### src/rtl/lobm_pkg.sv
// ----------------------------------------------------------------------------
// lobm_pkg: shared types and codes for the order book matcher
// Order kinds, status codes, controller states and control/status structs.
// ----------------------------------------------------------------------------
package lobm_pkg;

  typedef enum logic [1:0] {
    OP_LIMIT  = 2'd0,
    OP_MARKET = 2'd1,
    OP_IOC    = 2'd2,
    OP_FOK    = 2'd3
  } op_t;

  typedef enum logic [2:0] {
    ST_RESTED   = 3'd0,
    ST_FILLED   = 3'd1,
    ST_CANCEL   = 3'd2,
    ST_KILLED   = 3'd3,
    ST_REJECTED = 3'd4
  } status_t;

  typedef enum logic [2:0] {
    S_IDLE,
    S_FOK_SCAN,
    S_SCAN,
    S_FILL,
    S_SLOT_SCAN,
    S_CLOSE
  } state_t;

  // controller -> datapath
  typedef struct packed {
    logic    load;       // capture incoming order
    logic    scan_clr;   // reset scan pointer and best/free found flags
    logic    scan_step;  // examine one entry
    logic    fill;       // trade against chosen best entry, emit fill
    logic    rest;       // write remainder into free slot
    logic    close;      // emit closing record
    status_t status;
  } dp_cmd_t;

  // datapath -> controller
  typedef struct packed {
    logic scan_done;    // pointer examined last entry
    logic best_found;
    logic free_found;
    logic fok_short;    // eligible liquidity below quantity
    logic done_qty;     // filled == quantity
    logic op_limit;
    logic op_fok;
    logic out_busy;     // output register holds an untaken request
  } dp_sts_t;

endpackage

### src/rtl/lobm_ctrl.sv
// ----------------------------------------------------------------------------
// lobm_ctrl: matcher sequencer
// Walks FOK liquidity check, best-entry scans, fills, slot search and close.
// ----------------------------------------------------------------------------
module lobm_ctrl (
  input  logic              clk,
  input  logic              rst_n,
  input  logic              in_valid,
  output logic              in_stall,
  input  lobm_pkg::dp_sts_t sts,
  output lobm_pkg::dp_cmd_t cmd
);
  import lobm_pkg::*;

  state_t state_r, state_nxt;

  always_ff @(posedge clk) begin
    if (!rst_n) state_r <= S_IDLE;
    else        state_r <= state_nxt;
  end

  always_comb begin
    state_nxt = state_r;
    case (state_r)
      S_IDLE:
        if (in_valid) state_nxt = S_FOK_SCAN;
      S_FOK_SCAN:
        if (sts.scan_done) state_nxt = S_SCAN;
      S_SCAN:
        if (sts.op_fok && sts.fok_short) begin
          state_nxt = S_CLOSE;
        end else if (sts.scan_done) begin
          if (sts.done_qty)                  state_nxt = S_CLOSE;
          else if (sts.best_found)           state_nxt = S_FILL;
          else if (sts.op_limit)             state_nxt = S_SLOT_SCAN;
          else                               state_nxt = S_CLOSE;
        end
      S_FILL:
        if (!sts.out_busy) state_nxt = S_SCAN;
      S_SLOT_SCAN:
        if (sts.scan_done) state_nxt = S_CLOSE;
      S_CLOSE:
        if (!sts.out_busy) state_nxt = S_IDLE;
      default: state_nxt = S_IDLE;
    endcase
  end

  always_comb begin
    cmd = '0;
    in_stall = (state_r != S_IDLE);
    case (state_r)
      S_IDLE: begin
        cmd.load     = in_valid;
        cmd.scan_clr = in_valid;
      end
      S_FOK_SCAN: cmd.scan_step = 1'b1;
      S_SCAN: begin
        // FOK short: straight to close, which reports killed
        cmd.scan_step = !(sts.op_fok && sts.fok_short);
      end
      S_FILL: cmd.fill = !sts.out_busy;
      S_SLOT_SCAN: cmd.scan_step = 1'b1;
      S_CLOSE: begin
        cmd.close = !sts.out_busy;
        if (sts.op_fok && sts.fok_short)    cmd.status = ST_KILLED;
        else if (sts.done_qty)              cmd.status = ST_FILLED;
        else if (!sts.op_limit)             cmd.status = ST_CANCEL;
        else if (sts.free_found)            cmd.status = ST_RESTED;
        else                                cmd.status = ST_REJECTED;
        cmd.rest = !sts.out_busy && sts.op_limit && !sts.done_qty && sts.free_found;
      end
      default: ;
    endcase
  end

  assert property (@(posedge clk) disable iff (!rst_n)
    cmd.fill |-> !cmd.close)
    else $error("fill and close together");
  assert property (@(posedge clk) disable iff (!rst_n)
    cmd.load |=> state_r == S_FOK_SCAN)
    else $error("load did not start scan");
  assert property (@(posedge clk) disable iff (!rst_n)
    cmd.close |=> state_r == S_IDLE)
    else $error("close did not end order");
endmodule

### config.mk
export PLATFORM = sky130hd
export DESIGN_NAME = lobm_ctrl
export DESIGN_NICKNAME = d
export VERILOG_FILES = /design/src/rtl/lobm_pkg.sv /design/src/rtl/lobm_ctrl.sv
export SDC_FILE = /design/constraint.sdc
export NUM_CORES = 1
export LEC_CHECK = 0
export BUFFER_PORTS_ARGS = -buffer_cell sky130_fd_sc_hd__buf_2
export CAP_MARGIN = 20
export CORE_AREA = 8 8 45 47
export CTS_BUF_LIST = sky130_fd_sc_hd__clkbuf_16
export DETAILED_ROUTE_END_ITERATION = 16
export DIE_AREA = 0 0 53 55
export PLACE_DENSITY_LB_ADDON = 0.12
export SLEW_MARGIN = 0
export SYNTH_ARGS = -nofsm -noshare
export SYNTH_HDL_FRONTEND = slang
export SYNTH_SLANG_ARGS = --single-unit
### constraint.sdc
create_clock -name clk -period 4.2 [get_ports clk]
set_clock_uncertainty 0.15 [all_clocks]
set_input_delay 0.42 -clock clk [delete_from_list [all_inputs] [get_ports clk]]
set_output_delay 0.42 -clock clk [all_outputs]
set_load 0.1 [all_outputs]
Word-level counts from Yosys, hierarchy flattened

Cells that the tools add are included.

Register bits after elaboration: 3
Input bits: 11
Output and inout port bits: 10
Logic and storage cells: 42

Eq/ne operators: 11
Multiplexer cells: 19
Reductions and logical operators: 11

Operators with widths:

| kind                                                 | number |
|---|---|
| 2-to-1 mux 3 bit                                     | 13 |
| case mux 3 bit (6 select lines)                      | 1 |
| inequality test 2 bit (second input constant)        | 5 |
| equality test 3 x 2 -> 1 bit (second input constant) | 2 |
| equality test 3 bit (second input constant)          | 2 |
| AND reduction 6 bit                                  | 1 |
| 2-to-1 mux 5 bit                                     | 1 |
| logical AND 1 bit                                    | 4 |
| equality test 3 x 1 -> 1 bit (second input constant) | 1 |
| zero test 1 bit                                      | 3 |
| zero test 3 bit                                      | 1 |
| inequality test 3 bit (second input constant)        | 1 |
| nonzero test 3 bit                                   | 1 |
| 2-to-1 mux 1 bit                                     | 2 |
| 2-to-1 mux 2 bit                                     | 1 |
| case mux 1 bit (2 select lines)                      | 1 |
| OR reduction 2 bit                                   | 1 |

Depth between registers and ports, before layout

Depth in word-level cells: 6
Depth in mapped cells: 5
Gate-level depth less buffers: 4

Least setup slack after synthesis

OpenSTA, ideal clock, no wires.

Kind: register -> output
From: register state_r[1]
To: output port cmd[4] in the netlist's numbering
Data arrival time: 3.770 ns
Data required time: 3.630 ns
Setup slack: -0.140 ns
Stages on the path, launching flop included: 4
Path buffers: 0
Path through: dfxtp_1 and3b_1 nand2_1 nor4b_1

RTL lines:

| element                  | RTL line        | source |
|---|---|---|
| start: declaration       | lobm_ctrl.sv:15 | `state_t state_r, state_nxt;` |
| start signal: assignment | lobm_ctrl.sv:19 | `else state_r <= state_nxt;` |
| end: declaration         | lobm_ctrl.sv:11 | `output lobm_pkg::dp_cmd_t cmd` |

==> impl_results.md <==
* Filler cells at 159
* CTS Buf Count at 3
* Syn Area/Cell at 7.834 um^2
* Initial antenna violation count at 0
* Routed vias at 424
* Cell Area, Synth at 360.3 um^2
* Detailed-route vias per instance at 5.171
* Largest register FFs at 3
* Floorplan core area at 1384 um^2
* EDFF count, synth at 0
* RD Place Congestion at 0.6666
* CP Data Required Time at 3.63 ns
* Register area share after synthesis at 16.67%
* Distinct cells, synth at 30
* Tmin final at 2.407 ns
* Fin cells at 82
* Die Y-Extent at 55 um
* Dpl hpwl at 829.9 um
* Area Growth Syn to Fin at 48.26%
* Slowest CP cell: dfxtp_1
* Main synth FF type: dfxtp_1
* Setup bufs post-CTS at 0
* Clock root cell: clkbuf_16
* Worst Path Buf+Inv at 1
* Peak Freq at 415.4 MHz
* Worst hold start: rst_n
* Static Leak at 0.2454 nW
* PD cells at 960.7 nW/um^2
* Peak supply drop at 0.4635 mV
* Most frequent cells in the layout: 20 x buf_2, 6 x nor2_1, 5 x nand2_1
* CP Capture Type: primary output
* Post-Syn Instances at 46
* CP top delay family: simple AND/OR/NAND/NOR gates
* Average wire per standard cell at 13.22 um
* Layout cells sized above 1 at 42.42%
* Worst-path clk slew at 0.03 ns
* Worst setup startpoint: state_r[2]
* Global-route wire length before repair at 1662 um
* Largest regs: state_r x3
* Routed Antenna Nets at 0
* Period utilization at 57.32%
* Crit-path cells: and3b_1 > nand2_1 > nor4b_2 > buf_2
* Total GRT Usage at 7.583%
* Setup CP Type: reg2out
* Site Rows at 14
* RSZ-0062 raised after global routing: no
* Worst path max stage delay at 0.57 ns
* #FFs+latches synth at 3
* Total detailed-routing wirelength at 1084 um
* Pin count of the biggest net entering global routing at 16
* Die ar. at 2915 um^2
* Clock tree from TritonCTS: built
* N_diodes at 0
* Clk sinks at 3
* Hold buffers post-CTS at 0
* Setup_tns at 0 ns
* CP arrival at 1.84 ns
* Commonest non-fill, non-tap cell in the layout: buf_2
* Max_cap viols at 0
* Relative slew margins at 67.54%
* Inst Count DP at 78
* Initial drt markers at 4
* Count of input and output buffers at 20
* Startpoint types: register
* Hold Crit Class: in2reg
* H-tree level count at 1
* Setup-failing EPs final at 0
* Crit path max fanout at 13
* Worst-margin pin slew at 0.4903 ns
* DRC viols at 0
* GRT Residual Overflow at 0
* Ys async rst share at 0%
* Slew Viols, Final at 0
* Run status: complete, no violations
* Synthesized Nets at 57
* DIE WIDTH at 53 um
* Hold Fails Final Rpt at 0
* IO Count at 21
* YS warnings at 0
* Cts repair resizes at 0
* Biggest register: state_r
* DR pass1 iterations at 4
* Skew-Pair Late Insertion Delay at 0.22 ns
* Vias in the first global route at 423
* Starting Density at 26.04%
* Final #Nets at 78
* CTS Buffer Depth at 2
* Crit Reg-Reg Startpoint: state_r[0]
==> synthesized netlist by cell type, types with 2 or more instances <==
library cell  instances  area share, %
dfxtp_1               3             17
nand2_1               5            5.2
mux2i_1               3            8.3
a21oi_1               3            4.2
buf_4                 2            4.2
nor2_1                6            6.2
==> power by group <==
group / switching, mW / total (mW) / leakage [nW] / internal (mW)
sequential: 0.0318 / 0.0701 / 0.0246 / 0.0383
clock: 0.0262 / 0.149 / 0.0423 / 0.123
combinational: 0.226 / 0.294 / 0.178 / 0.0688
==> through the flow <==
step | setup WS (ns) | instance area (um^2) | power [mW] | util [%] | hold slack (ns)
2_1_floorplan | 0.2136 | 366.6 | 0.3388 | - | 0.4088
3_3_place_gp | 2.064 | 455.4 | 0.3654 | 32.91 | 0.4531
3_5_place_dp | 2.027 | 455.4 | 0.3667 | 32.91 | 0.4867
4_1_cts | 1.784 | 534.3 | 0.5202 | 38.61 | 0.3560
5_1_grt | 1.678 | 534.3 | 0.5374 | 38.61 | 0.3862
6_report | 1.793 | 534.3 | 0.5133 | 38.61 | 0.3576
==> worst register-to-register path, cell delays in order, from the launching register on <==
cell,delay [ns]
dfxtp_1,0.54
nor2b_1,0.18
a211oi_1,0.08
o31ai_2,0.43
mux2i_1,0.24
==> path summary, 6_finish.rpt <==
check	to	slack (ns)	depth (start not counted)
worst max-delay path	cmd[4]	1.79	4
worst min-delay path	state_r[2]	0.36	3
worst max register to register	state_r[0]	2.49	4
worst min register to register	state_r[0]	0.49	2
==> layout make-up <==
| type | instances | area, um^2 | area share [%] |
|---|---|---|---|
| clock inverters | 1 | 3.754 | 0.7026 |
| multi-input cells | 38 | 271.5 | 50.82 |
| inverters | 1 | 3.754 | 0.7026 |
| clock buffers | 3 | 75.07 | 14.05 |
| flip-flops and latches | 3 | 60.06 | 11.24 |
| repair buffers | 20 | 100.1 | 18.74 |
| well taps | 16 | 20.02 | 3.747 |
==> cells by family after synthesis <==
family / synth area share (%)
simple gates: 40.98
compound gates: 21.88
buf+inv: 9.718
mux: 8.334
flops: 16.67
xor+xnor: 2.431
==> metal layers <==
metal	up-vias	share of wire [%]	track usage, %
li1	209	-	-
met1	189	40	7.867
met2	23	44	12.50
met3	3	14	2.941
met4	0	2.3	5.172
met5	-	0	0
Note: power is estimated with default switching activity, not from simulation.
